**src/ecal_pkg.sv**
```systemverilog
`timescale 1ns / 1ps
// Package for the epoch-seconds to calendar converter: widths, constants,
// status and sequencer types, month length table. No dependencies.
package ecal_pkg;

  localparam int EPOCH_W       = 34;
  localparam int BIAS_W        = 18;
  localparam int T_W           = 35;   // adjusted time, never negative when used
  localparam int YEAR_W        = 12;
  localparam int MONTH_W       = 4;
  localparam int DAY_W         = 5;
  localparam int HOUR_W        = 5;
  localparam int MIN_W         = 6;
  localparam int SEC_W         = 6;
  localparam int MSEC_W        = 22;   // seconds in one month
  localparam int YEAR_SPAN_DEF = 256;

  localparam logic [YEAR_W-1:0]  BASE_YEAR     = 12'd1970;
  localparam logic [6:0]         BASE_MOD100   = 7'd70;
  localparam logic [8:0]         BASE_MOD400   = 9'd370;
  localparam logic [T_W-1:0]     SECS_DAY      = 35'd86400;
  localparam logic [T_W-1:0]     SECS_HOUR     = 35'd3600;
  localparam logic [T_W-1:0]     SECS_MIN      = 35'd60;
  localparam logic [T_W-1:0]     SECS_YEAR     = 35'd31536000;
  localparam logic [T_W-1:0]     SECS_LEAPYEAR = 35'd31622400;
  localparam logic [MONTH_W-1:0] LAST_MONTH    = 4'd11;

  typedef enum logic [1:0] {
    ST_OK     = 2'd0,
    ST_BEFORE = 2'd1,
    ST_BEYOND = 2'd2
  } status_t;

  typedef enum logic [2:0] {
    S_IDLE,
    S_YEAR,
    S_MONTH,
    S_DAY,
    S_HOUR,
    S_MIN,
    S_DONE
  } state_t;

  // Seconds in a month; February takes 29 days in a leap year.
  function automatic logic [MSEC_W-1:0] month_secs(input logic leap,
                                                   input logic [MONTH_W-1:0] m);
    logic [MSEC_W-1:0] s;
    case (m)
      4'd1:    s = leap ? 22'd2505600 : 22'd2419200;
      4'd3,
      4'd5,
      4'd8,
      4'd10:   s = 22'd2592000;
      default: s = 22'd2678400;
    endcase
    return s;
  endfunction

endpackage

```
**src/ecal_sub_unit.sv**
```systemverilog
`timescale 1ns / 1ps
// Shared subtract-and-compare unit of the calendar converter.
// Depends on nothing; width comes from the parent.
module ecal_sub_unit #(
  parameter int W = 35
) (
  input  logic [W-1:0] minuend,
  input  logic [W-1:0] subtrahend,
  output logic [W-1:0] diff,
  output logic         ge
);
  logic borrow;

  assign {borrow, diff} = {1'b0, minuend} - {1'b0, subtrahend};
  assign ge             = ~borrow;
endmodule

```
**src/epoch_seconds_to_calendar_unit.sv**
```systemverilog
`timescale 1ns / 1ps
// Top level of the epoch-seconds to Gregorian calendar converter.
// Depends on ecal_pkg and ecal_sub_unit.
//
//  channel | ports                                   | handshake
//  --------+-----------------------------------------+---------------------------
//  input   | start, busy, in_epoch_seconds           | taken when start & !busy
//  result  | out_valid, out_year .. out_status       | one-cycle strobe, no stall
//  config  | cfg_valid, cfg_ready, cfg_utc_bias_...  | written when valid & ready
//
// The sequencer takes off in turn whole years passed (at most YEAR_SPAN - 1),
// whole months (<= 11), whole days (<= 30), whole hours (<= 23) and whole
// minutes (<= 59); the rest is the seconds. One shared subtract/compare unit
// takes one step per cycle; each stage ends on the step whose compare fails,
// the month stage also at the last month. An item before the epoch after bias
// goes straight to done; one beyond the span ends in the year stage.
// Reset (rst_n low, synchronous) returns the sequencer to idle and clears
// the bias to 0. The result strobe lasts exactly one cycle; the receiver
// cannot stall it, and busy stays high until that cycle ends.
module epoch_seconds_to_calendar_unit #(
  parameter int YEAR_SPAN = ecal_pkg::YEAR_SPAN_DEF
) (
  input  logic                          clk,
  input  logic                          rst_n,
  // input channel
  input  logic                          start,
  output logic                          busy,
  input  logic [ecal_pkg::EPOCH_W-1:0]  in_epoch_seconds,
  // configuration
  input  logic                          cfg_valid,
  output logic                          cfg_ready,
  input  logic signed [ecal_pkg::BIAS_W-1:0] cfg_utc_bias_seconds,
  // result channel
  output logic                          out_valid,
  output logic [ecal_pkg::YEAR_W-1:0]   out_year,
  output logic [ecal_pkg::MONTH_W-1:0]  out_month,
  output logic [ecal_pkg::DAY_W-1:0]    out_day_of_month,
  output logic [ecal_pkg::HOUR_W-1:0]   out_hour,
  output logic [ecal_pkg::MIN_W-1:0]    out_minute,
  output logic [ecal_pkg::SEC_W-1:0]    out_second,
  output logic [1:0]                    out_status
);
  import ecal_pkg::*;

  localparam int CNT_W = $clog2(YEAR_SPAN + 1);
  localparam logic [CNT_W-1:0] SPAN_LIMIT = CNT_W'(YEAR_SPAN);

  // sequencer
  state_t state_r, state_nxt;

  // bias register
  logic signed [BIAS_W-1:0] bias_r, bias_nxt;

  // working registers
  logic [T_W-1:0]     t_r, t_nxt;
  logic [YEAR_W-1:0]  year_r, year_nxt;
  logic [CNT_W-1:0]   count_r, count_nxt;
  logic [6:0]         mod100_r, mod100_nxt;
  logic [8:0]         mod400_r, mod400_nxt;
  logic [MONTH_W-1:0] month_r, month_nxt;
  logic [DAY_W-1:0]   day_r, day_nxt;
  logic [HOUR_W-1:0]  hour_r, hour_nxt;
  logic [MIN_W-1:0]   minute_r, minute_nxt;
  status_t            status_r, status_nxt;

  // shared unit
  logic [T_W-1:0] operand;
  logic [T_W-1:0] diff;
  logic           ge;

  logic           leap;
  logic [T_W:0]   adj;
  logic           adj_neg;

  ecal_sub_unit #(.W(T_W)) u_sub (
    .minuend    (t_r),
    .subtrahend (operand),
    .diff       (diff),
    .ge         (ge)
  );

  // Gregorian rule from running residues: divisible by 4, and not by 100
  // unless also by 400.
  assign leap = (year_r[1:0] == 2'b00) && ((mod100_r != 7'd0) || (mod400_r == 9'd0));

  // Subtract the sign-extended bias from the zero-extended input.
  assign adj     = {1'b0, {(T_W - EPOCH_W){1'b0}}, in_epoch_seconds}
                 - {{(T_W + 1 - BIAS_W){bias_r[BIAS_W-1]}}, bias_r};
  assign adj_neg = adj[T_W];

  // Pick what the shared unit takes off in each step.
  always_comb begin
    case (state_r)
      S_YEAR:  operand = leap ? SECS_LEAPYEAR : SECS_YEAR;
      S_MONTH: operand = T_W'(month_secs(leap, month_r));
      S_DAY:   operand = SECS_DAY;
      S_HOUR:  operand = SECS_HOUR;
      S_MIN:   operand = SECS_MIN;
      default: operand = '0;
    endcase
  end

  // Next state
  always_comb begin
    state_nxt = state_r;
    case (state_r)
      S_IDLE:  if (start) state_nxt = adj_neg ? S_DONE : S_YEAR;
      S_YEAR: begin
        if (count_r == SPAN_LIMIT) state_nxt = S_DONE;
        else if (!ge)              state_nxt = S_MONTH;
      end
      S_MONTH: if (month_r == LAST_MONTH || !ge) state_nxt = S_DAY;
      S_DAY:   if (!ge) state_nxt = S_HOUR;
      S_HOUR:  if (!ge) state_nxt = S_MIN;
      S_MIN:   if (!ge) state_nxt = S_DONE;
      S_DONE:  state_nxt = S_IDLE;
      default: state_nxt = S_IDLE;
    endcase
  end

  // Outputs: strobe the result in the done cycle; zero fields on error.
  always_comb begin
    busy      = (state_r != S_IDLE);
    out_valid = (state_r == S_DONE);
    cfg_ready = 1'b1;
    out_status = status_r;
    if (status_r == ST_OK) begin
      out_year         = year_r;
      out_month        = month_r;
      out_day_of_month = day_r;
      out_hour         = hour_r;
      out_minute       = minute_r;
      out_second       = t_r[SEC_W-1:0];
    end else begin
      out_year         = '0;
      out_month        = '0;
      out_day_of_month = '0;
      out_hour         = '0;
      out_minute       = '0;
      out_second       = '0;
    end
  end

  // Datapath: hold by default, advance one step per cycle.
  always_comb begin
    bias_nxt   = bias_r;
    t_nxt      = t_r;
    year_nxt   = year_r;
    count_nxt  = count_r;
    mod100_nxt = mod100_r;
    mod400_nxt = mod400_r;
    month_nxt  = month_r;
    day_nxt    = day_r;
    hour_nxt   = hour_r;
    minute_nxt = minute_r;
    status_nxt = status_r;

    if (cfg_valid && cfg_ready) bias_nxt = cfg_utc_bias_seconds;

    case (state_r)
      S_IDLE: begin
        if (start) begin
          t_nxt      = adj[T_W-1:0];
          year_nxt   = BASE_YEAR;
          count_nxt  = '0;
          mod100_nxt = BASE_MOD100;
          mod400_nxt = BASE_MOD400;
          month_nxt  = '0;
          day_nxt    = DAY_W'(1);
          hour_nxt   = '0;
          minute_nxt = '0;
          status_nxt = adj_neg ? ST_BEFORE : ST_OK;
        end
      end
      S_YEAR: begin
        if (count_r == SPAN_LIMIT) begin
          status_nxt = ST_BEYOND;
        end else if (ge) begin
          t_nxt      = diff;
          year_nxt   = year_r + YEAR_W'(1);
          count_nxt  = count_r + CNT_W'(1);
          mod100_nxt = (mod100_r == 7'd99)  ? 7'd0 : mod100_r + 7'd1;
          mod400_nxt = (mod400_r == 9'd399) ? 9'd0 : mod400_r + 9'd1;
        end
      end
      S_MONTH: begin
        if (month_r != LAST_MONTH && ge) begin
          t_nxt     = diff;
          month_nxt = month_r + MONTH_W'(1);
        end
      end
      S_DAY: begin
        if (ge) begin
          t_nxt   = diff;
          day_nxt = day_r + DAY_W'(1);
        end
      end
      S_HOUR: begin
        if (ge) begin
          t_nxt    = diff;
          hour_nxt = hour_r + HOUR_W'(1);
        end
      end
      S_MIN: begin
        if (ge) begin
          t_nxt      = diff;
          minute_nxt = minute_r + MIN_W'(1);
        end
      end
      default: ;
    endcase
  end

  always_ff @(posedge clk) begin
    if (!rst_n) begin
      state_r <= S_IDLE;
      bias_r  <= '0;
    end else begin
      state_r <= state_nxt;
      bias_r  <= bias_nxt;
    end
  end

  always_ff @(posedge clk) begin
    t_r      <= t_nxt;
    year_r   <= year_nxt;
    count_r  <= count_nxt;
    mod100_r <= mod100_nxt;
    mod400_r <= mod400_nxt;
    month_r  <= month_nxt;
    day_r    <= day_nxt;
    hour_r   <= hour_nxt;
    minute_r <= minute_nxt;
    status_r <= status_nxt;
  end

endmodule
```
**config.mk**
```make
export PLATFORM = sky130hd
export DESIGN_NAME = epoch_seconds_to_calendar_unit
export DESIGN_NICKNAME = d
export VERILOG_FILES = /design/src/ecal_pkg.sv /design/src/ecal_sub_unit.sv /design/src/epoch_seconds_to_calendar_unit.sv
export SDC_FILE = /design/constraint.sdc
export NUM_CORES = 1
export LEC_CHECK = 0
export BUFFER_PORTS_ARGS = -buffer_cell sky130_fd_sc_hd__buf_2
export CAP_MARGIN = 20
export CORE_ASPECT_RATIO = 0.75
export CORE_MARGIN = 2
export CORE_UTILIZATION = 45
export DETAILED_ROUTE_END_ITERATION = 8
export GPL_ROUTABILITY_DRIVEN = 1
export GPL_TIMING_DRIVEN = 0
export PLACE_DENSITY_LB_ADDON = 0.3
export REMOVE_ABC_BUFFERS = 1
export SLEW_MARGIN = 0
export SYNTH_ARGS = -nofsm -noshare
export SYNTH_HDL_FRONTEND = slang
export SYNTH_SLANG_ARGS = --single-unit
```
**constraint.sdc**
```tcl
create_clock -name clk -period 9.95 [get_ports clk]
set_input_delay 0.995 -clock clk [delete_from_list [all_inputs] [get_ports clk]]
set_output_delay 0.995 -clock clk [all_outputs]
set_load 0.01 [all_outputs]
```
==> reports/qor.txt <==
Fin crit share: 0.612
Outcome: finished, final reports clean
Slew Limit Fails: 0
Mapped Cells: 1007
Row count: 44
Final setup viols: 0
Post-synth top cells: nor2_1, edfxtp_1, nand2_1
Met1 Use GR: 0.300
Pwr Density: 325 nW/µm²
Layout fillers: 1818
Fin crit period: 6.09 ns
Layout Utilization: 0.529
Post-CTS resize count: 0
Routed vias/inst: 5.39
FF+latch count, synth: 115
Synth Flop Type: edfxtp_1
Skew final: 0.00931 ns
DR DRC count: 0
Crit path max fanout: 25
First-pass GRT wire length: 33400 µm
Overall power: 3.34 mW
Vias in the first global route: 6789
Slowest cell delay on critical path: 0.81 ns
Core ar.: 19400 µm²
Yosys warnings: 0
DR WL/cell: 14.7 µm
Hold-fix buffers, CTS: 0
Fmax: 164 MHz
Synth top area cells: edfxtp_1, ha_1, xor2_1, dfxtp_1, xnor2_1
Dpl cells: 1331
Post-synth top area cell: edfxtp_1
I/O pin count: 99
Slew @ Worst Pin: 1.00 ns
Routed Antenna Nets: 0
Post-CTS Setup Repair Bufs: 0
Total placed instance area: 9730 µm²
H-tree depth: 4
Most frequent CP cell: a21oi_1
Routed via count: 7349
Cell Area, Synth: 8920 µm²
Peak VDD IR: 0.000212 V
TNS Setup: 0 ns
Syn-to-layout area delta: 15.0%
HP Class: reg2reg
Syn_area_per_cell: 8.86 µm²
MaxCap Viol Count: 0
Longest Clk Path Bufs: 2
Post-synth EDFFs: 94
Detailed Route Iter0 Violations: 444
TritonCTS Buffers: 17
Clk sinks: 115
Clock-pin slew on the worst setup and hold paths: 0.06 ns
Crit-path cells: nor2b_1, nand2_1, inv_1, a22oi_1, ha_1, and2_1, and3_1, nand2_1, a21oi_1, o211ai_1, a21oi_1, nor2_1, a21oi_1, a21oi_1, o21ai_4, buf_16
RSZ-0062 raised after global routing: no
Pleak: 4.17 nW
FFs w/ async S/R, synth: 0
Die height: 126 µm
Grt met2 use: 0.276
GRT Residual Overflow: 0
Top cell type's share of synthesized area: 0.316
Nature of the critical path endpoint: flop
Clk_lat worst skew: 0.42 ns
Initial antenna violation count: 0
Worst path slowest cell: inv_1
Top Family by Delay on Critical Path: compound AO/OA/AOI/OAI gates
Most frequent cell after synthesis: nor2_1
Hold Vio Cnt, Final: 0
CP arrival: 6.21 ns
Rel. slew slack: 0.329
Synth cell types: 66
CTS root buffer: clkbuf_16
Crit path buf inv count: 2
Post-DP HPWL: 14900 µm
Startpoint Class: flop
TritonCTS clock tree: yes
Layout cells sized above 1: 0.136
Initial Utilization: 0.461
Non-Filler Instances: 1363
Largest net degree at the start of global routing: 29
Die area: 21000 µm²
Met3 usage: 0.0380
Sequential share of the synthesized area: 0.363
Final nets: 1226
Global-route usage over all layers: 0.194
Final wirelength: 20000 µm
Pre-antenna DRT Iters: 5
# diodes: 0
Critical path type: reg2reg
Port Buffer Count: 97
Critical Path RT: 10.07 ns
Die X: 167 µm
Final instance area: 10300 µm²
GRT busiest layer: met1
Routability cong.: 0.868
[metal layers]
metal	wire length (µm)	vias up
met5	0	-
met4	98	0
li1	-	3787
met3	1100	9
met2	8050	191
met1	10700	3362
[cell usage in the layout (no fill, tap or decap), drive strengths merged, types with 3 or more instances in the layout]
cell type,count
buf,101
nor2,100
edfxtp,94
nand2,84
a21oi,79
o21ai,72
ha,71
xor2,49
inv,48
xnor2,45
and2,39
nand3,36
nor2b,29
a21o,27
nor3,22
mux2i,22
dfxtp,21
clkbuf,21
nand2b,17
and3,17
nand4,16
or3,10
o21a,8
a31oi,7
o211ai,6
nor4,5
o21bai,5
a21boi,5
clkinvlp,5
clkinv,5
a2111oi,4
a211oi,4
or2,3
o2111ai,3
[layout make-up]
type,instances,area [µm²],share of cell area
Clock inverter,11,82.6,0.00805
Clock buffer,21,450,0.0439
Tap cell,253,317,0.0309
Timing Repair Buffer,101,568,0.0554
Sequential cell,115,3240,0.316
Inverter,47,176,0.0172
Multi-Input combinational cell,815,5420,0.529
[path summary, 6_finish.rpt]
kind                    from    endpoint  slack (ns)  depth (start not counted)
setup / recovery  state_r[0]     t_r[15]        3.86                         16
hold / removal    bias_r[10]  bias_r[10]        0.52                          2
setup reg to reg  state_r[0]     t_r[15]        3.86                         16
hold reg to reg   bias_r[10]  bias_r[10]        0.52                          2
[worst min-delay path, cell delays in order, from the launching register on]
cell and delay, ns:
dfxtp_1 0.32, mux2i_1 0.06, nor2b_1 0.09
[kinds of logic after synthesis]
| group | synth area share |
|---|---|
| simple gates | 0.214 |
| compound gates | 0.167 |
| flops | 0.363 |
| xor+xnor | 0.0922 |
| buf+inv | 0.0328 |
| fa+ha+maj | 0.104 |
| mux | 0.0259 |
| other cells | 0.000420 |
[sequential cells by signal (all words and copies together), names as in the netlist, 4 cells and up]
| register | flops |
|---|---|
| mod400_r | 9 |
| month_r | 4 |
| bias_r | 18 |
| day_r | 5 |
| mod100_r | 7 |
| t_r | 35 |
| minute_r | 6 |
| hour_r | 5 |
| count_r | 9 |
| year_r | 12 |
[through the flow]
step                      setup WS (ns)  hold WS [ns]
after global placement            0.902         0.498
final                              3.86         0.517
after floorplan                    3.56         0.483
after CTS                          3.77         0.523
after detailed placement           3.82         0.507
after global routing               3.43         0.545
[report_power, final]
part | switching (mW) | internal (mW) | total (mW)
Clock | 0.222 | 0.325 | 0.546
Combinational | 1.06 | 0.727 | 1.79
Sequential | 0.172 | 0.831 | 1.00
Total | 1.46 | 1.88 | 3.34
Note: power is estimated with default switching activity, not from simulation.
